**config.mk**
```make
export PLATFORM = sky130hd
export DESIGN_NAME = wsd_sqrt_stage
export DESIGN_NICKNAME = d
export VERILOG_FILES = /design/src/hdl/wsd_pkg.sv /design/src/hdl/wsd_sqrt_stage.sv
export SDC_FILE = /design/constraint.sdc
export NUM_CORES = 1
export LEC_CHECK = 0
export BUFFER_PORTS_ARGS = -buffer_cell sky130_fd_sc_hd__buf_2
export CORE_UTILIZATION = 40
export DETAILED_ROUTE_END_ITERATION = 8
export PLACE_DENSITY = 0.72
export SYNTH_ARGS = -nofsm -noshare
export SYNTH_HDL_FRONTEND = slang
export SYNTH_SLANG_ARGS = --single-unit
```
**constraint.sdc**
```tcl
create_clock -name clk_i -period 1.1 [get_ports clk_i]
set_input_delay 0.22 -clock clk_i [delete_from_list [all_inputs] [get_ports clk_i]]
set_output_delay 0.22 -clock clk_i [all_outputs]
set_load 0.01 [all_outputs]
```
**src/hdl/wsd_pkg.sv**
```systemverilog
`timescale 1ns / 1ps
// Shared widths, constants and pipeline record types for the window deviation block.
package wsd_pkg;

  localparam int SUM_W       = 28;              // integral image corner width
  localparam int SQ_W        = 36;              // squared integral corner width
  localparam int DIM_W       = 11;              // window side width
  localparam int DEV_W       = 8;               // result width
  localparam int N_W         = 2 * DIM_W;       // pixel count width
  localparam int SBOX_W      = SUM_W + 2;       // signed box sum
  localparam int QBOX_W      = SQ_W + 2;        // signed box squared sum
  localparam int SMAG_W      = SUM_W + 1;       // box sum magnitude
  localparam int QMAG_W      = SQ_W + 1;        // box squared sum magnitude
  localparam int MM_W        = 2 * SMAG_W;      // mean squared
  localparam int DIFF_W      = QMAG_W + MM_W - QMAG_W + 1; // signed variance
  localparam int VAR_W       = 2 * DEV_W;       // variance below saturation
  localparam int DIV_STAGES  = QMAG_W;          // one quotient bit per stage
  localparam int SQRT_STAGES = DEV_W;           // one root bit per stage

  localparam logic [DEV_W-1:0]  DEV_MAX   = '1;
  localparam logic [DEV_W-1:0]  DEV_ONE   = DEV_W'(1);
  localparam logic [DIFF_W-1:0] SAT_LIMIT = DIFF_W'(255 * 255);

  // Divider stage record: both lanes share the divisor.
  typedef struct packed {
    logic              vld;
    logic              zero;   // pixel count of zero
    logic              neg_q;  // squared box sum negative
    logic [QMAG_W-1:0] sacc;   // box sum dividend shifting into quotient
    logic [N_W-1:0]    srem;
    logic [QMAG_W-1:0] qacc;   // squared sum dividend shifting into quotient
    logic [N_W-1:0]    qrem;
    logic [N_W-1:0]    n;
  } div_t;

  // Root stage record.
  typedef struct packed {
    logic             vld;
    logic             one;     // variance not positive, no pixels or squared box sum negative
    logic             sat;     // variance at least 255 * 255, result forced to the maximum
    logic [VAR_W-1:0] v;
    logic [DEV_W-1:0] r;
  } sq_t;

endpackage

```
**src/hdl/wsd_sqrt_stage.sv**
```systemverilog
`timescale 1ns / 1ps
// One bit of the floor square root, trial bit given by the instance.
module wsd_sqrt_stage (
  input  logic                      clk_i,
  input  logic                      rst_ni,
  input  logic [wsd_pkg::DEV_W-1:0] trial_i,
  input  wsd_pkg::sq_t              d_i,
  output wsd_pkg::sq_t              q_o
);

  wsd_pkg::sq_t              q_q, q_d;
  logic [wsd_pkg::DEV_W-1:0] t;
  logic [wsd_pkg::VAR_W-1:0] tt;

  assign t  = d_i.r | trial_i;
  assign tt = {{wsd_pkg::DEV_W{1'b0}}, t} * {{wsd_pkg::DEV_W{1'b0}}, t};

  always_comb begin
    q_d = d_i;
    if (tt <= d_i.v) begin
      q_d.r = t;
    end
  end

  always_ff @(posedge clk_i or negedge rst_ni) begin
    if (!rst_ni) begin
      q_q <= '0;
    end else begin
      q_q <= q_d;
    end
  end

  assign q_o = q_q;

endmodule
```
Yosys cells after proc, flatten, opt, wreduce, memory -nomap -nowiden
Cells that the tools add are included.
- bitwise logic cells: 1
- mux-type cells: 1
- $mul: 1
- $lt $le $gt $ge: 1
- operator list (kind ; number):
    $le A16 B16 Y1 ; 1
    $mul A8 B8 Y16 ; 1
    $mux W8 ; 1
    $or A8 B8 Y8 ; 1
- register bits: 27
- logic and storage cells: 9
- input port bits: 37
- output and inout port bits: 27

Depth between registers and ports, before layout
- depth in word-level cells: 4
- mapped depth: 22
- mapped depth without buffers: 22

Worst setup path after synthesis
No wires, ideal clock.
- kind: input-to-reg
- from: input trial_i[6] (netlist name)
- to: register q_q (netlist bit q_o[0])
- setup time: 0.064 ns
- slack: -4.167 ns
- required time: 1.036 ns
- stages: 20
- arrival time: 5.203 ns
- path through: or2_2 o21ai_0 inv_1 fa_1 fa_1 inv_1 fa_1 fa_1 inv_1 ha_1 o21a_1 o211ai_2 and3_1 or3_1 o211ai_1 ha_1 and4_1 a221oi_1 a22o_1 a21o_1
- RTL lines (what ; line ; text):
    from (decl) ; wsd_sqrt_stage.sv:6 ; input logic [wsd_pkg::DEV_W-1:0] trial_i,
    to (signal assigned) ; wsd_sqrt_stage.sv:29 ; q_q <= q_d;
    to (decl) ; wsd_sqrt_stage.sv:11 ; wsd_pkg::sq_t q_q, q_d;

==> flow_metrics.tcl <==
set metrics [dict create \
    status "finished with violations" \
    violations "design-rule violations, negative setup slack" \
    setup_viol 8 \
    wl_met2_um 3090 \
    cp.depth 22 \
    io_pins 64 \
    wl_per_cell_um 12.2 \
    crit_path_start_kind "input pin" \
    dieArea_um2 7210 \
    largest_reg_flops 27 \
    wl_met3_um 272 \
    drc 8 \
    ant_nets 0 \
    layout_setup_ws_ns -3.80 \
    period_needed_ns 4.90 \
    irDropWorstVdd_uv 1450 \
    crit_slowest_cell "fa_1" \
    crit_start "trial_i[6]" \
    synth_cell_types 36 \
    p_per_area_nw_per_um2 3050 \
    vias_per_cell 4.88 \
    holdWs_ns 0.0347 \
    fmax_mhz 204 \
    hold_violations 0 \
    first_pass_iters 7 \
    synth_seq_area_share 0.246 \
    final_cell_mix "buf_4 (64), buf_2 (61), inv_1 (55)" \
    io_buffers 63 \
    antenna-diode-count 0 \
    fin_nets 531 \
    path_delay_family "adder cells" \
    setup_total_negative_slack_ns -30.28 \
    crit_path_end "q_o[0]" \
    path_class "in -> reg" \
    path_buf_inv 4 \
    cp_common_cell "fa_1" \
    power.total_mw 11.8 \
    syn_area_um2 2750 \
    die_y_um 84.9 \
    end_kind "flip-flop" \
    yosys_warnings 0 \
    power.static_leakage_nw 2.06 \
    drv_cap 0 \
    place_area_um2 3660 \
    area_growth_pct 40.2 \
    placementRows 29 \
    yosys_register_bits 27 \
    cts.clk_slew.worst_paths_ns 0.12 \
    coreArea_um2 6490 \
    h-tree-depth 1 \
    die_x_um 84.9 \
    rsz0062_at_grt "yes" \
    drt-met1-wl_um 2670 \
    avgSynthCellArea_um2 9.39 \
    drive_gt1_frac 0.391 \
    drt_iter0_markers 64 \
    cpPeakStageDelay_ns 0.51 \
    grt_pass1_vias 2453 \
    critPathMaxFanout 8 \
    synthesis.nets 398 \
    gr-usage-all-layers 0.181 \
    cts_buffers 3 \
    hold_class "in -> reg" \
    place_congestion 0.837 \
    grt_pass1_wl_um 10500 \
    clock_sinks 27 \
    wl_um 6100 \
    final_cell_area_um2 3860 \
    start_util 0.424 \
    cts-root-buf "clkbuf_8" \
    cp_data_required_time_ns 1.30 \
    highest_layer "met4" \
    cts.path.max_buffers 2 \
    overflow 0 \
    period_share 4.45 \
    grt_max_degree 28 \
    place_hpwl_um 5120 \
    crit_arrival_ns 5.09 \
    tritoncts "done" \
    num_vias 2452 \
    syn_inst 293 \
    crit_path_cell_trace "buf_8 -> or2_4 -> o21ai_4 -> inv_2 -> fa_1 -> fa_1 -> inv_2 -> fa_1 -> fa_1 -> inv_2 -> ha_4 -> o21a_1 -> o211ai_2 -> o21ai_2 -> a41oi_2 -> xnor2_1 -> ha_1 -> nand4_1 -> nor3_2 -> o21ai_2 -> a22o_4 -> a21o_1" \
    finalMaxSlewViolations 0 \
    final_common_cell "buf_4" \
    antenna_found_initial 0 \
]
## cell usage after synthesis
master     count  area (um^2)
ha_1          43          538
a41oi_2        1         16.3
nor3_1         4         20.0
inv_1         61          229
a21oi_1       16         80.1
a211oi_1       1         7.51
o22ai_1        4         25.0
nand4b_1       1         8.76
and3_1         2         12.5
a21o_2         2         17.5
a2111oi_4      1         27.5
or3_1          2         12.5
o21ai_0       11         55.1
nand2b_1       1         6.26
and4_1         1         8.76
a2111oi_0      1         8.76
xor2_1         5         43.8
o21ai_2        1         8.76
fa_1          25          500
a221oi_1       1         8.76
nor4_1         1         6.26
nand3_1        3         15.0
dfrtp_1       27          676
o211ai_1       2         15.0
nand4bb_1      1         11.3
nand4_1        2         12.5
or2_2          1         6.26
nor2_1        37          139
a21o_1         9         67.6
xnor2_1        8         70.1
a211o_1        1         8.76
o21a_1         3         22.5
a22o_1         1         8.76
conb_1         2         7.51
nand2_1       10         37.5
o211ai_2       1         12.5
## per-stage QoR
stage,worst slack [ns],cells,util
final,-3.80,502,0.594
after global routing,-4.02,502,0.594
after CTS,-3.73,501,0.592
after detailed placement,-4.31,489,0.563
after global placement,-4.29,489,0.563
after floorplan,-3.67,293,-
## worst min path at each step
| stage | startpoint | end | depth (start not counted) |
|---|---|---|---|
| floorplan | rst_ni | q_o[0] | 0 |
| global placement | rst_ni | q_o[12] | 2 |
| detailed placement | rst_ni | q_o[12] | 2 |
| CTS | d_i[24] | q_o[24] | 1 |
| global route | d_i[24] | q_o[24] | 1 |
| finish | d_i[24] | q_o[24] | 1 |
## logic make-up (layout without fill, tap and decap cells)
group / count (synthesis) / after routing / share of synthesized area
adder cells (fa/ha/maj): 68 / 68 / 0.377
AND/OR/NAND/NOR: 66 / 66 / 0.108
buffers and inverters: 61 / 193 / 0.0832
AO/OA/AOI/OAI: 56 / 56 / 0.142
flip-flops: 27 / 27 / 0.246
XOR/XNOR: 13 / 13 / 0.0414
other: 2 / 2 / 0.00273
## layout make-up
| cell class | count | area (um^2) |
|---|---|---|
| Multi-Input combinational cell | 205 | 1990 |
| Fill cell | 540 | 2640 |
| Inverter | 61 | 229 |
| Sequential cell | 27 | 676 |
| Tap cell | 77 | 96.3 |
| Timing Repair Buffer | 128 | 822 |
| Clock buffer | 3 | 41.3 |
| Clock inverter | 1 | 8.76 |
## layer usage
layer  vias up  global-route usage
li1       1226                   -
met5         -                   0
met3         9              0.0292
met4         0              0.0385
met2        65               0.333
met1      1152               0.224
## report_power, final
part           total, mW  internal [mW]  switching [mW]
registers           1.17           1.13          0.0396
clock network      0.645          0.267           0.378
logic               9.97           5.03            4.94
## repair_timing
| item | CTS | global route |
|---|---|---|
| hold endpoints to repair | 27 | 0 |
| hold buffers | 1 | 0 |
| resized for setup | 23 | 2 |
| pin swaps | 22 | 5 |
| setup endpoints to repair | 8 | 9 |
| buffers inserted | 7 | 1 |
Note: power is estimated with default switching activity, not from simulation.
