$ cat src/hdl/wsd_pkg.sv
`timescale 1ns / 1ps
// Shared widths, constants and pipeline record types for the window deviation block.
package wsd_pkg;

  localparam int SUM_W       = 28;              // integral image corner width
  localparam int SQ_W        = 36;              // squared integral corner width
  localparam int DIM_W       = 11;              // window side width
  localparam int DEV_W       = 8;               // result width
  localparam int N_W         = 2 * DIM_W;       // pixel count width
  localparam int SBOX_W      = SUM_W + 2;       // signed box sum
  localparam int QBOX_W      = SQ_W + 2;        // signed box squared sum
  localparam int SMAG_W      = SUM_W + 1;       // box sum magnitude
  localparam int QMAG_W      = SQ_W + 1;        // box squared sum magnitude
  localparam int MM_W        = 2 * SMAG_W;      // mean squared
  localparam int DIFF_W      = QMAG_W + MM_W - QMAG_W + 1; // signed variance
  localparam int VAR_W       = 2 * DEV_W;       // variance below saturation
  localparam int DIV_STAGES  = QMAG_W;          // one quotient bit per stage
  localparam int SQRT_STAGES = DEV_W;           // one root bit per stage

  localparam logic [DEV_W-1:0]  DEV_MAX   = '1;
  localparam logic [DEV_W-1:0]  DEV_ONE   = DEV_W'(1);
  localparam logic [DIFF_W-1:0] SAT_LIMIT = DIFF_W'(255 * 255);

  // Divider stage record: both lanes share the divisor.
  typedef struct packed {
    logic              vld;
    logic              zero;   // pixel count of zero
    logic              neg_q;  // squared box sum negative
    logic [QMAG_W-1:0] sacc;   // box sum dividend shifting into quotient
    logic [N_W-1:0]    srem;
    logic [QMAG_W-1:0] qacc;   // squared sum dividend shifting into quotient
    logic [N_W-1:0]    qrem;
    logic [N_W-1:0]    n;
  } div_t;

  // Root stage record.
  typedef struct packed {
    logic             vld;
    logic             one;     // variance not positive, no pixels or squared box sum negative
    logic             sat;     // variance at least 255 * 255, result forced to the maximum
    logic [VAR_W-1:0] v;
    logic [DEV_W-1:0] r;
  } sq_t;

endpackage

$ cat src/hdl/wsd_div_stage.sv
`timescale 1ns / 1ps
// One restoring division step for the box sum and squared sum lanes.
module wsd_div_stage (
  input  logic          clk_i,
  input  logic          rst_ni,
  input  wsd_pkg::div_t d_i,
  output wsd_pkg::div_t q_o
);

  wsd_pkg::div_t q_q, q_d;
  logic [wsd_pkg::N_W:0] s_trial, q_trial;
  logic                  s_ge, q_ge;

  assign s_trial = {d_i.srem, d_i.sacc[wsd_pkg::QMAG_W-1]};
  assign q_trial = {d_i.qrem, d_i.qacc[wsd_pkg::QMAG_W-1]};
  assign s_ge    = s_trial >= {1'b0, d_i.n};
  assign q_ge    = q_trial >= {1'b0, d_i.n};

  always_comb begin
    q_d      = d_i;
    q_d.sacc = {d_i.sacc[wsd_pkg::QMAG_W-2:0], s_ge};
    q_d.qacc = {d_i.qacc[wsd_pkg::QMAG_W-2:0], q_ge};
    q_d.srem = s_ge ? wsd_pkg::N_W'(s_trial - {1'b0, d_i.n}) : s_trial[wsd_pkg::N_W-1:0];
    q_d.qrem = q_ge ? wsd_pkg::N_W'(q_trial - {1'b0, d_i.n}) : q_trial[wsd_pkg::N_W-1:0];
  end

  always_ff @(posedge clk_i or negedge rst_ni) begin
    if (!rst_ni) begin
      q_q <= '0;
    end else begin
      q_q <= q_d;
    end
  end

  assign q_o = q_q;

endmodule

$ cat config.mk
export PLATFORM = sky130hd
export DESIGN_NAME = wsd_div_stage
export DESIGN_NICKNAME = d
export VERILOG_FILES = /design/src/hdl/wsd_pkg.sv /design/src/hdl/wsd_div_stage.sv
export SDC_FILE = /design/constraint.sdc
export NUM_CORES = 1
export LEC_CHECK = 0
export ABC_AREA = 1
export BUFFER_PORTS_ARGS = -buffer_cell sky130_fd_sc_hd__buf_2
export CAP_MARGIN = 40
export CORE_MARGIN = 2
export CORE_UTILIZATION = 45
export CTS_CLUSTER_DIAMETER = 150
export DETAILED_ROUTE_END_ITERATION = 10
export GPL_ROUTABILITY_DRIVEN = 0
export PLACE_DENSITY = 0.71
export SLEW_MARGIN = 15
export SYNTH_ARGS = -nofsm -noshare
export SYNTH_HDL_FRONTEND = slang
export SYNTH_SLANG_ARGS = --single-unit
$ cat constraint.sdc
create_clock -name clk_i -period 0.8 [get_ports clk_i]
set_clock_uncertainty 0.05 [all_clocks]
set_input_delay 0 -clock clk_i [delete_from_list [all_inputs] [get_ports clk_i]]
set_output_delay 0 -clock clk_i [all_outputs]
set_load 0.005 [all_outputs]
# Yosys cells after proc, flatten, opt, wreduce, memory -nomap -nowiden
# Cells that the tools add are included.
# Widths: inputs -> output; s select.
# totals
regBits	143
in_bits	145
output_inout_bits	143
# classes
addsub	2
magnitude_cmp	2
muxes	2
# op_table
cell	count
$ge 23x22->1	2
$mux 22	2
$sub 22x22->22	2

# Logic depth before layout (Yosys ltp)
# Gate-level depths: netlist of the first run.
# depth
word_depth	2
ltp_mapped	14
mapped_depth_nobuf	13

# Least setup slack after synthesis of the first run
# OpenSTA, ideal clock, no wires.
# synth_timing
kind	input port to flip-flop
start	input d_i[80] in the netlist's numbering
end	register q_q (netlist bit q_o[38])
arrival_ns	1.325
t_required_ns	0.633
slack_ns	-0.692
cell_stages	12
cell_sequence	inv_1 -> ha_1 -> inv_1 -> fa_1 -> nand3_1 -> nand3_1 -> nand2_1 -> nand3_1 -> nand2_1 -> nand3b_1 -> nand3_1 -> nand2_1
# synth_rtl
element	line_no	source
from (decl)	wsd_div_stage.sv:6	input wsd_pkg::div_t d_i,
to (signal assigned)	wsd_div_stage.sv:31	q_q <= q_d;
to (decl)	wsd_div_stage.sv:10	wsd_pkg::div_t q_q, q_d;

==> results of run 1 <==
[area by class of cell]
type	count	area share, %
multi-input cells	618	32.95
repair buffers	644	32.85
flip-flops and latches	143	23.95
inverters	172	4.539
clock buffers	17	2.848
well taps	220	1.843
clock inverters	14	0.9883
diodes	2	0.03350
[repair_timing]
item / CTS / global route
cloned: 3 / 1
endpoints found under the hold margin: 284 / 16
setup endpoints to repair: 189 / 189
hold buffers: 141 / 1
pin swaps: 84 / 43
setup buffers: 29 / 10
resized for setup: 239 / 190
[power breakdown]
part | switching [mW] | internal, mW
sequential | 0.260 | 7.89
clock | 3.61 | 4.38
combinational | 4.99 | 4.25
[stage by stage]
stage / setup slack, ns / power, mW
global route: -1.217 / 26.15
detailed placement: -1.128 / 13.76
floorplan: -0.6083 / 10.79
global placement: -1.462 / 13.64
finish: -1.222 / 25.39
CTS: -0.4625 / 23.26
[per-layer routing]
layer | share of wire [%] | vias up | track usage, %
met5 | 0.030 | - | 0
met3 | 11 | 413 | 7.356
met1 | 32 | 4953 | 41.25
met2 | 46 | 1036 | 69.60
met4 | 10 | 2 | 24.85
li1 | - | 4234 | -
[logic make-up (layout without fill, tap and decap cells)]
logic type,Yosys count,in the layout,share of synthesized area (%)
compound gates,52,52,3.730
xor+xnor,18,18,2.107
fa+ha+maj,46,46,7.894
buf+inv,182,847,9.885
flops,143,143,47.83
other cells,0,2,0
simple gates,502,502,28.55
[cells in the final DEF, fill, tap and decap left out, types with 8 or more instances in the layout]
cell                              n
sky130_fd_sc_hd__nor2_4          20
sky130_fd_sc_hd__xor2_1          17
sky130_fd_sc_hd__buf_6           48
sky130_fd_sc_hd__nor2_1          21
sky130_fd_sc_hd__dlygate4sd3_1  142
sky130_fd_sc_hd__nand3_4         12
sky130_fd_sc_hd__nor2_2          16
sky130_fd_sc_hd__a21oi_1          9
sky130_fd_sc_hd__inv_1          136
sky130_fd_sc_hd__nand3_1         32
sky130_fd_sc_hd__ha_4            43
sky130_fd_sc_hd__clkbuf_16       18
sky130_fd_sc_hd__a21oi_2         13
sky130_fd_sc_hd__nand2_1        192
sky130_fd_sc_hd__buf_2          267
sky130_fd_sc_hd__nand2_2        106
sky130_fd_sc_hd__o21ai_2         13
sky130_fd_sc_hd__inv_2           26
sky130_fd_sc_hd__o21ai_1          8
sky130_fd_sc_hd__buf_12           9
sky130_fd_sc_hd__nand3b_1        12
sky130_fd_sc_hd__nand3_2         42
sky130_fd_sc_hd__dfrtp_1        143
sky130_fd_sc_hd__buf_4          172
sky130_fd_sc_hd__nand2_4         29
[worst paths after layout]
kind,end,slack (ns),depth (start not counted)
setup / recovery,q_o[36],-1.22,11
hold / removal,q_o[100],-0.05,2
max in group asynchronous,q_o[63],0.21,3
min in group clk_i,q_o[81],-0.04,5
[worst max-delay path: stages]
cell and delay (ns):
sky130_fd_sc_hd__buf_2 0.10, sky130_fd_sc_hd__inv_2 0.07, sky130_fd_sc_hd__buf_4 0.16, sky130_fd_sc_hd__ha_4 0.32, sky130_fd_sc_hd__nand3_2 0.17, sky130_fd_sc_hd__nor3_2 0.47
sky130_fd_sc_hd__nand3_2 0.32, sky130_fd_sc_hd__o21a_4 0.35, sky130_fd_sc_hd__buf_12 0.17, sky130_fd_sc_hd__nand3_2 0.08, sky130_fd_sc_hd__nand2_1 0.07
==> results by stage, run 1 <==
Placement:
- The HPWL reported at the end of detailed placement is 19640 um.
- Port buffering added 287 buffers.
- The total instance count after detailed placement is 1612.
- The post-place instance area is 10770 um2.

Flow run:
- The count of maximum capacitance violations is 0.

Logic synthesis:
- After synthesis the netlist holds a flip-flop and latch count of 143.
- For this run, the number of Yosys warnings is 0.
- Summing every instance area after synthesis gives 7481 um2.
- The portion of the post-synthesis area used by sequential elements is 47.83%.
- After synthesis, the largest area contributor takes up 47.83% of total cell area.
- Counting flops with an async set or reset pin after synthesis yields a share of 100.0%.
- The largest area contributor in the netlist is sky130_fd_sc_hd__dfrtp_1.
- The number of nets in the synthesized netlist is 1134.
- Ranked by total cell area, the synthesized netlist is headed by sky130_fd_sc_hd__dfrtp_1 (48%), sky130_fd_sc_hd__nand2_1 (16%), sky130_fd_sc_hd__inv_1 (8.5%).
- The synthesized netlist contains 28 unique library cells.
- The commonest register cell after synthesis is sky130_fd_sc_hd__dfrtp_1.
- By instance count, the leading cell after synthesis is sky130_fd_sc_hd__nand2_1.
- The cell count after synthesis came out at 943.
- Ranked by instance count, the synthesized netlist is headed by sky130_fd_sc_hd__nand2_1 (321), sky130_fd_sc_hd__inv_1 (169), sky130_fd_sc_hd__dfrtp_1 (143).
- Counting flops with a built-in enable in the synthesized netlist gives 0.
- A synthesized cell averages 7.933 um2.

Detailed routing:
- After detailed routing, the number of remaining DRC violations is 0.
- The number of design-rule violations left by the first detailed-router iteration is 1251.
- The post-detailed-routing wire length is 43100 um.
- The via count of the routed design is 10638.
- In this run the remaining antenna-violating nets after routing total 0.
- The pre-antenna-repair detailed-routing pass consisted of 8 iterations.
- In the final routed layout, each cell accounts on average for 23.55 um.
- The per-cell via count in the routed design is 5.813.

Timing:
- For the pin with the worst max-slew slack, the measured transition is 0.5611 ns.
- Dividing the final minimum period by the clock period gives 252.7%.
- Setup violations remaining at the end of the flow were counted as 189.
- On the final layout, the worst hold slack is -0.05409 ns.
- Across all setup checks in the final design, the least slack found is -1.222 ns.
- The headroom to the max-slew limit is 62.39%.
- The max-slew violation count was 0.
- Setup repair after global routing could not meet its margin everywhere.
- The time the final worst path needs with I/O delays and setup is 2.022 ns.
- The maximum clock frequency is 0.4946 GHz.
- The total negative slack is -61.79 ns.
- The count of final hold-check violations is 15.

Final layout:
- The final layout net count is 1787.
- The count of placed standard cells in the final layout, fillers left out is 1830.
- The flip-flop count of the largest register after layout is 143.
- The multi-input combinational cells in the finished layout cover a total of 4922 um2.
- Relative to the synthesized area, the layout overhead comes to 99.70%.
- The filler cells instantiated in the layout total 574.
- The share of post-route cells with drive strength above 1 is 54.85%.
- The sequential cells in the finished layout cover a total of 3578 um2.
- The summed area of non-filler cells in the final layout is 14940 um2.
- The core occupancy in the finished layout is 91.05%.

Pwr:
- Power spread over the standard cell area amounts to 1699 nW/um2.
- Summed over all cells, the static leakage comes to 7.685 nW.
- VDD sags by at most 1572 uV.

Floorplan:
- The count of standard-cell rows is 47.
- The total core area is 16410 um2.
- The horizontal die dimension is 132.9 um.
- The die area is 17670 um2.
- The effective utilization at floorplan is 45.60%.
- 288 I/O pins were placed.
- The die is 132.9 um tall.

CTS:
- The clock sink total is 143.
- The H-tree generated during clock tree synthesis spans 4 levels.
- The clock passes through at most 2 buffers.
- Clock tree synthesis selected as its root buffer the cell sky130_fd_sc_hd__clkbuf_16.
- The CTS tree is built.
- After clock tree synthesis, the clock-pin slew on the worst setup and hold paths is 0.07 ns.
- The clock buffer count from CTS is 17.

Global route:
- The wire length of the first global-routing pass is 52760 um.
- Global routing used 38.59% of the available tracks across all layers.
- The number of antenna violations at the first check in global routing is 3.
- The via count of the first global-routing pass is 10137.
- The maximum number of pins on one net before global-route repair is 44.
- The final global-route overflow total is 0.

Hold path:
- The class of the tightest hold or removal check is input pin to async pin.

Critical path:
- Data on the critical path is required at its endpoint by 1.06 ns.
- The first element of the critical path is d_i[20].
- The worst setup path is captured at a flip-flop.
- STA puts the critical path data arrival time at 2.28 ns.
- The classification of the worst setup path is input pin to flip-flop.
- The startpoint type of the worst setup path is an input pin.
- The largest driver fanout on the critical path is 7.

Outcome:
- The checks that failed: negative hold slack, negative setup slack.
- The flow ran to the end, but the final reports show violations.
(Power assumes the default switching activity.)
==> run 2, diff against run 1 <==
Settings changed: ABC_AREA 1 to unset, CORE_UTILIZATION 45 to 48, PLACE_DENSITY 0.71 to 0.77.
==> run 2 against run 1 <==
Against the previous run:
- the flow still finishes with violations (negative hold slack, negative setup slack)
- first-iteration DRC count decreased by 35%
- critical endpoint is now q_o[39]
- die area is 14% lower
- global-route usage shrank 0.30 points
- largest cell class is now buffers
- via count is 25% lower
- clock power fell by 2%
- worst setup slack got worse by 0.18 ns
- non-clock buffer count down 23
- combinational power down 17%
- flip-flop and latch count did not move
- power down 6.7%
==> results by stage, run 2 <==
Outcome:
- The run finished, with violations left.
- The final reports fail on negative hold slack, negative setup slack.

Floorplan:
- The die area came to 15130 um2 (-14%).
- The count of standard-cell rows is 43 (-8.5%).
- The horizontal die dimension came to 123.0 um (-7.5%).
- The number of top-level pins was 288 (unchanged).
- The effective utilization at floorplan came to 48.97% (+3.4 points).
- The total core area is 13880 um2 (-15%).
- The floorplan die height was 123.0 um (-7.5%).

Timing:
- The max-slew violation count is 0 (unchanged).
- The total negative slack is -81.45 ns (-19.66 ns).
- The transition time of the tightest slew-check pin came to 0.5044 ns (-0.05671 ns).
- The time the final worst path needs with I/O delays and setup came to 2.198 ns (+0.1763 ns).
- The headroom to the max-slew limit is 66.02% (+3.6 points).
- The final-layout worst hold slack came to -0.2957 ns (-0.2416 ns).
- Setup repair after global routing could not meet its margin everywhere.
- The worst-case setup margin in the final layout is -1.398 ns (-0.1763 ns).
- The count of final hold-check violations is 21 (+6).
- The maximum clock frequency is 0.4549 GHz (-8.0%).
- The share of the clock period used by the worst path after layout came to 274.8% (+22 points).
- The total setup violations reported at the end of the flow came to 189 (unchanged).

Logic synthesis:
- Sorting the synthesized cells by how often they occur yields sky130_fd_sc_hd__dfrtp_1 (143), sky130_fd_sc_hd__ha_1 (44), sky130_fd_sc_hd__a21oi_1 (43).
- The async set or reset register ratio after synthesis is 100.0% (unchanged).
- The number of synthesized flops with an enable pin is 0 (unchanged).
- The mean cell area of the mapped netlist is 11.82 um2 (+49%).
- The portion of the post-synthesis area used by sequential elements came to 52.64% (+4.8 points).
- The number of nets in the synthesized netlist came to 766 (-32%).
- The post-synthesis cell count was 575 (-39%).
- The number of distinct library cells after synthesis is 69 (+150%).
- The flip-flop and latch count after synthesis is 143 (unchanged).
- The area share of the largest cell type after synthesis is 52.64% (+4.8 points).
- In the synthesized netlist the dominant register cell turns out to be sky130_fd_sc_hd__dfrtp_1.
- The mapped cell area was 6798 um2 (-9.1%).
- The total number of yosys warnings is 0 (unchanged).
- The largest area contributor in the netlist is sky130_fd_sc_hd__dfrtp_1.
- The most frequent cell after synthesis is sky130_fd_sc_hd__dfrtp_1.
- Sorting the synthesized cells by area gives the leading types as sky130_fd_sc_hd__dfrtp_1 (53%), sky130_fd_sc_hd__ha_1 (8.1%), sky130_fd_sc_hd__mux2_4 (5.5%).

Final layout:
- The summed area of non-filler cells in the final layout is 12610 um2 (-16%).
- From synthesis to final layout, the design area changed by 85.50%.
- The number of fill cells in the layout is 531 (-7.5%).
- In the layout the commonest cells are sky130_fd_sc_hd__buf_2 (272), sky130_fd_sc_hd__buf_4 (183), sky130_fd_sc_hd__dfrtp_1 (143), sky130_fd_sc_hd__dlygate4sd3_1 (138), sky130_fd_sc_hd__nor2_1 (31).
- The commonest non-fill, non-tap cell in the layout is sky130_fd_sc_hd__buf_2.
- The final layout net count is 1392 (-22%).
- The share of post-route cells with drive strength above 1 came to 53.05% (-1.8 points).
- The flip-flop count of the largest register after layout is 143 (unchanged).
- The core occupancy in the finished layout was 90.84% (-0.21 points).

CTS:
- The clock buffer count from CTS is 17 (unchanged).
- The cell sitting at the root of the clock tree is a sky130_fd_sc_hd__clkbuf_16.
- The deepest level of the CTS H-tree is 4 (unchanged).
- The clock transition at the registers of the reported paths is 0.06 ns (about the same).
- The largest buffer count on any clock path is 2 (unchanged).
- The clock sink total is 143 (unchanged).
- TritonCTS built the clock tree.

Global route:
- The maximum number of pins on one net before global-route repair is 45 (+2.3%).
- The all-layer global routing usage is 38.29% (-0.30 points).
- The number of antenna violations at the first check in global routing is 1 (-2).
- The via count of the first global-routing pass is 7962 (-21%).
- The final global-route overflow total came to 0 (unchanged).
- The wire length of the first global-routing pass is 42880 um (-19%).

Detailed routing:
- The remaining design rule violation count is 0 (unchanged).
- The routed wirelength normalized by instance count is 23.59 um (+0.16%).
- The length of the first detailed-routing pass in iterations was 6 (-2).
- The per-cell via count in the routed design is 5.725 (-1.5%).
- The via count of the routed design was 7986 (-25%).
- The final antenna-violating net count is 0 (unchanged).
- The post-detailed-routing wire length is 32910 um (-24%).
- The number of design-rule violations left by the first detailed-router iteration is 815 (-35%).

Critical path:
- The largest driver fanout on the critical path is 4 (-3).
- The worst stage delay on the critical path was 0.37 ns (-0.10 ns).
- The required time of the worst setup path is 1.11 ns (+0.05 ns).
- The cell with the most instances on the worst path is sky130_fd_sc_hd__buf_4.
- Traced cell by cell, the critical path runs through buf_8 -> clkinvlp_4 -> buf_4 -> ha_4 -> nor2b_4 -> o2111a_2 -> nor3b_4 -> buf_4 -> o31a_1 -> o21a_1 -> o311ai_1 -> mux2_4.
- The startpoint type of the worst setup path is an input pin.
- The critical path data arrival time is 2.51 ns (+0.23 ns).
- Among all stages on the critical path, the largest delay is contributed by sky130_fd_sc_hd__o311ai_1.
- The critical path is of the input pin to flip-flop type.
- The critical path endpoint category is a flip-flop.

Pwr:
- The leakage power was 6.178 nW (-20%).
- The power density over cell area is 1879 nW/um2 (+11%).
- The overall power consumption is 23.70 mW (-6.7%).
- The peak ir drop on the vdd network is 1503 uV (-4.4%).

Placement:
- The post-place instance area is 9754 um2 (-9.4%).
- The total of buffers placed on input and output ports is 287 (unchanged).
- The HPWL reported at the end of detailed placement came to 17120 um (-13%).

Flow run:
- The count of maximum capacitance violations is 0 (unchanged).

Hold path:
- In this run the worst hold path is classified as input pin to flip-flop.
==> run 2: cell count changes in the layout (fill, tap and decap cells not counted), sizes merged, moves of 6 or more <==
cell	previous run	this run
o211ai	0	6
nand2	329	29
a31oi	0	6
nand3b	12	1
mux2	0	30
xnor2	1	24
a21oi	25	54
buf	501	482
a21o	0	10
xor2	17	8
inv	176	42
nand3	86	17
nor2	57	32
==> run 2: metrics by stage <==
step	setup slack, ns	instances	hold slack [ns]
after CTS	-1.137	1376	-0.3067
after global routing	-1.444	1395	-0.3006
after global placement	-1.608	1193	-0.1683
after detailed placement	-1.666	1193	-0.1669
after floorplan	-1.380	575	-0.3456
final	-1.398	1395	-0.2957
==> run 2: cells by family (layout without fill, tap and decap cells) <==
group	Yosys count	count (layout)	share of synthesized area [%]
other	0	1	0
AOI/OAI and AO/OA	140	140	14.67
xor gates and xnor gates	32	32	4.123
adders and majority gates	46	46	8.688
muxes	31	31	6.497
and+or+nand+nor	129	130	9.737
DFF	143	143	52.64
buffers and inverters	54	692	3.644
==> run 2: worst paths after layout <==
check	from	end	cells past startpoint
setup / recovery	d_i[1]	q_o[39]	12
hold / removal	d_i[0]	q_o[0]	1
max in group asynchronous	rst_ni	q_o[132]	3
min in group asynchronous	rst_ni	q_o[2]	2
==> run 2: repair_timing <==
item	in CTS	in global routing
cloned	2	1
gates resized for setup	55	68
setup endpoints to repair	189	189
pin swaps	25	15
buffers inserted	14	14
hold buffers	135	3
endpoints found under the hold margin	282	24
==> run 2: per-layer routing <==
layer / share of wire, % / routed length, um / global-route usage, % / up-vias
met5: 0 / 0 / 0 / -
met3: 9.0 / 2973 / 10.52 / 213
met2: 50 / 16400 / 68.54 / 646
li1: - / - / - / 3314
met4: 7.7 / 2541 / 20.60 / 0
met1: 33 / 10990 / 40.89 / 3813
==> run 2: critical path: cells and delay by family <==
kind | cells | cell delay, ns
muxes | 1 | 0.24
and+or+nand+nor | 2 | 0.19
adders and majority gates | 1 | 0.26
buffers and inverters | 4 | 0.61
AOI/OAI and AO/OA | 4 | 1.20
==> run 2: final cells by class <==
class	instances	area (um2)	share of cell area (%)
Sequential cell	143	3578	28.38
Clock buffer	19	442.9	3.513
Inverter	39	158.9	1.260
Timing Repair Buffer	621	4513	35.79
Clock inverter	13	127.6	1.012
Multi-Input combinational cell	379	3561	28.24
Antenna cell	1	2.502	0.01985
Tap cell	180	225.2	1.786
==> run 2: power breakdown <==
group	internal [mW]	switching, mW
combinational	4.00	3.66
sequential	7.95	0.262
clock	4.42	3.40
total	16.4	7.32
==> run 3, diff against run 2 <==
Settings changed: GPL_TIMING_DRIVEN set to 0.
==> run 3 against run 2 <==
Against the previous run:
- the flow still finishes with violations (negative hold slack, negative setup slack)
- flip-flop and latch count unchanged
- via count down 11%
- cell count down 8.7%
- non-clock buffer count down 119
==> results by stage, run 3 (synthesis results as in run 2) <==
Timing:
- The max-slew violation count is 0 (unchanged).
- The worst-case setup margin in the final layout was -1.413 ns (-0.01436 ns).
- The maximum clock frequency came to 0.4520 GHz (-0.65%).
- The count of final hold-check violations is 145 (+590%).
- The share of the clock period used by the worst path after layout is 276.6% (+1.8 points).
- Setup repair after global routing could not meet its margin everywhere.
- The total setup violations reported at the end of the flow was 189 (unchanged).
- The time the final worst path needs with I/O delays and setup is 2.213 ns (+0.01436 ns).
- The headroom to the max-slew limit is 61.42% (-4.6 points).
- The transition time of the tightest slew-check pin is 0.5787 ns (+0.07431 ns).
- The final-layout worst hold slack is -0.5997 ns (-0.3040 ns).
- The total negative slack is -78.88 ns (+2.566 ns).

Detailed routing:
- The routed wirelength normalized by instance count is 22.08 um (-6.4%).
- The remaining design rule violation count is 0 (unchanged).
- The via count of the routed design is 7072 (-11%).
- The number of design-rule violations left by the first detailed-router iteration is 598 (-27%).
- The post-detailed-routing wire length is 28140 um (-14%).
- The length of the first detailed-routing pass in iterations is 5 (-1).
- The final antenna-violating net count is 0 (unchanged).
- The per-cell via count in the routed design is 5.551 (-3.0%).

Final layout:
- The share of post-route cells with drive strength above 1 is 49.63% (-3.4 points).
- The library cell used most frequently in the layout, excluding fill and tap cells, is sky130_fd_sc_hd__buf_2.
- The summed area of non-filler cells in the final layout is 11880 um2 (-5.8%).
- The area growth from synthesis to layout is 74.82%.
- The final layout net count is 1272 (-8.6%).
- In the layout the commonest cells are sky130_fd_sc_hd__buf_2 (275), sky130_fd_sc_hd__dfrtp_1 (143), sky130_fd_sc_hd__dlygate4sd3_1 (140), sky130_fd_sc_hd__buf_4 (45).
- The flip-flop count of the largest register after layout was 143 (unchanged).
- The number of fill cells in the layout is 658 (+24%).

Placement:
- The total of buffers placed on input and output ports came to 287 (unchanged).
- The post-place instance area is 8578 um2 (-12%).
- The HPWL reported at the end of detailed placement is 15500 um (-9.5%).

Pwr:
- The peak ir drop on the vdd network is 1648 uV (+9.6%).
- The share of power burned in combinational logic came to 31.5% (-0.8 points).
- The overall power consumption was 22.48 mW (-5.1%).
- The net switching power figure is 6.821 mW (-6.8%).
- The fraction of power spent switching nets came to 30.34% (-0.54 points).
- The leakage power is 5.619 nW (-9.1%).
- The power density over cell area is 1892 nW/um2 (+0.67%).
- The internal power contribution is 15.66 mW (-4.4%).
- The share of total power in sequential cells was 36.3% (+1.6 points).
- The clock network fraction of design power came to 32.1% (-0.9 points).

Critical path:
- The critical path in this run is classified as input pin to flip-flop.
- The required time of the worst setup path is 1.06 ns (-0.05 ns).
- The critical path data arrival time is 2.47 ns (-0.04 ns).
- STA classifies the critical path startpoint as an input pin.
- The largest driver fanout on the critical path is 5 (+1).
- STA classifies the critical path endpoint as a flip-flop.

CTS:
- TritonCTS built the clock tree.
- The tree is rooted in a sky130_fd_sc_hd__clkbuf_16.
- The clock sink total is 143 (unchanged).
- The largest buffer count on any clock path is 2 (unchanged).
- The clock transition at the registers of the reported paths is 0.06 ns (about the same).
- The clock buffer count from CTS is 17 (unchanged).
- The deepest level of the CTS H-tree was 4 (unchanged).

Floorplan:
- The die area is 15130 um2 (unchanged).
- The floorplan die height is 123.0 um (unchanged).
- The total core area came to 13880 um2 (unchanged).
- The effective utilization at floorplan was 48.97% (unchanged).
- The number of top-level pins is 288 (unchanged).
- The horizontal die dimension is 123.0 um (unchanged).
- The count of standard-cell rows is 43 (unchanged).

Global route:
- The final global-route overflow total was 0 (unchanged).
- The wire length of the first global-routing pass is 39340 um (-8.3%).
- The all-layer global routing usage is 35.17% (-3.1 points).
- The number of antenna violations at the first check in global routing is 1 (unchanged).
- The maximum number of pins on one net before global-route repair is 99 (+120%).
- The via count of the first global-routing pass is 7301 (-8.3%).

Flow run:
- The count of maximum capacitance violations came to 0 (unchanged).

Outcome:
- The run finished, with violations left.
- The checks that failed: negative hold slack, negative setup slack.

Hold path:
- The tightest min-delay check is of the input pin to async pin type.
==> run 3: what timing repair did <==
item / 4_1_cts / 5_1_grt
hold buffers: 138 / 2
resized for setup: 111 / 70
setup endpoints to repair: 189 / 189
hold endpoints to repair: 284 / 146
setup buffers: 50 / 11
pin swaps: 44 / 33
gates cloned: 2 / 0
==> run 3: cell type report <==
class                           count  area (um2)  area share (%)
Tap cell                          180       225.2           1.895
Clock buffer                       18       439.2           3.696
Clock inverter                     12       88.84          0.7475
Antenna cell                        2       5.005         0.04211
Multi-Input combinational cell    378        3690           31.05
Buffer                             13       148.9           1.253
Timing Repair Buffer              489        3548           29.86
Inverter                           39       160.2           1.348
Sequential cell                   143        3578           30.11
==> run 3: through the flow <==
| step | setup slack [ns] | std cells | hold WS [ns] | util, % |
|---|---|---|---|---|
| final | -1.413 | 1274 | -0.5997 | 85.61 |
| after detailed placement | -1.895 | 1043 | -0.1277 | 61.80 |
| after floorplan | -1.380 | 575 | -0.3456 | - |
| after global placement | -2.290 | 1042 | 0.05746 | 61.53 |
| after CTS | -1.245 | 1260 | -0.5866 | 82.60 |
| after global routing | -1.444 | 1273 | -0.5714 | 85.60 |
==> run 3: worst max-delay path by stage <==
stage	startpoint	end	slack, ns	cells after the start
floorplan	d_i[80]	q_o[38]	-1.38	11
global placement	rst_ni	q_o[64]	-2.29	1
detailed placement	d_i[18]	q_o[36]	-1.90	12
CTS	d_i[80]	q_o[38]	-1.25	12
global route	d_i[9]	q_o[101]	-1.44	11
finish	d_i[9]	q_o[101]	-1.41	11
==> run 3: worst max-delay path: stages <==
cell and delay, ns:
sky130_fd_sc_hd__buf_2 0.11, sky130_fd_sc_hd__inv_2 0.09, sky130_fd_sc_hd__ha_4 0.21, sky130_fd_sc_hd__buf_4 0.16
sky130_fd_sc_hd__a21oi_1 0.49, sky130_fd_sc_hd__o22ai_1 0.31, sky130_fd_sc_hd__o211ai_1 0.39, sky130_fd_sc_hd__o311ai_4 0.18
sky130_fd_sc_hd__a21oi_2 0.17, sky130_fd_sc_hd__xnor2_1 0.09, sky130_fd_sc_hd__mux2_4 0.27
==> run 3: routing by layer <==
layer / GRT usage (%) / wire [um] / vias up
li1: - / - / 3066
met1: 37.15 / 9801 / 3467
met2: 63.67 / 14560 / 410
met3: 9.963 / 2181 / 129
met4: 17.90 / 1596 / 0
met5: 0 / 0 / -
==> run 3: power groups by stage <==
stage	combinational (mW)	clock (mW)	sequential [mW]
after global placement	4.61	0	8.23
after floorplan	2.63	0	8.38
after detailed placement	4.70	0	8.25
final	7.09	7.23	8.17
after global routing	7.47	7.62	8.22
after CTS	6.25	7.25	8.13
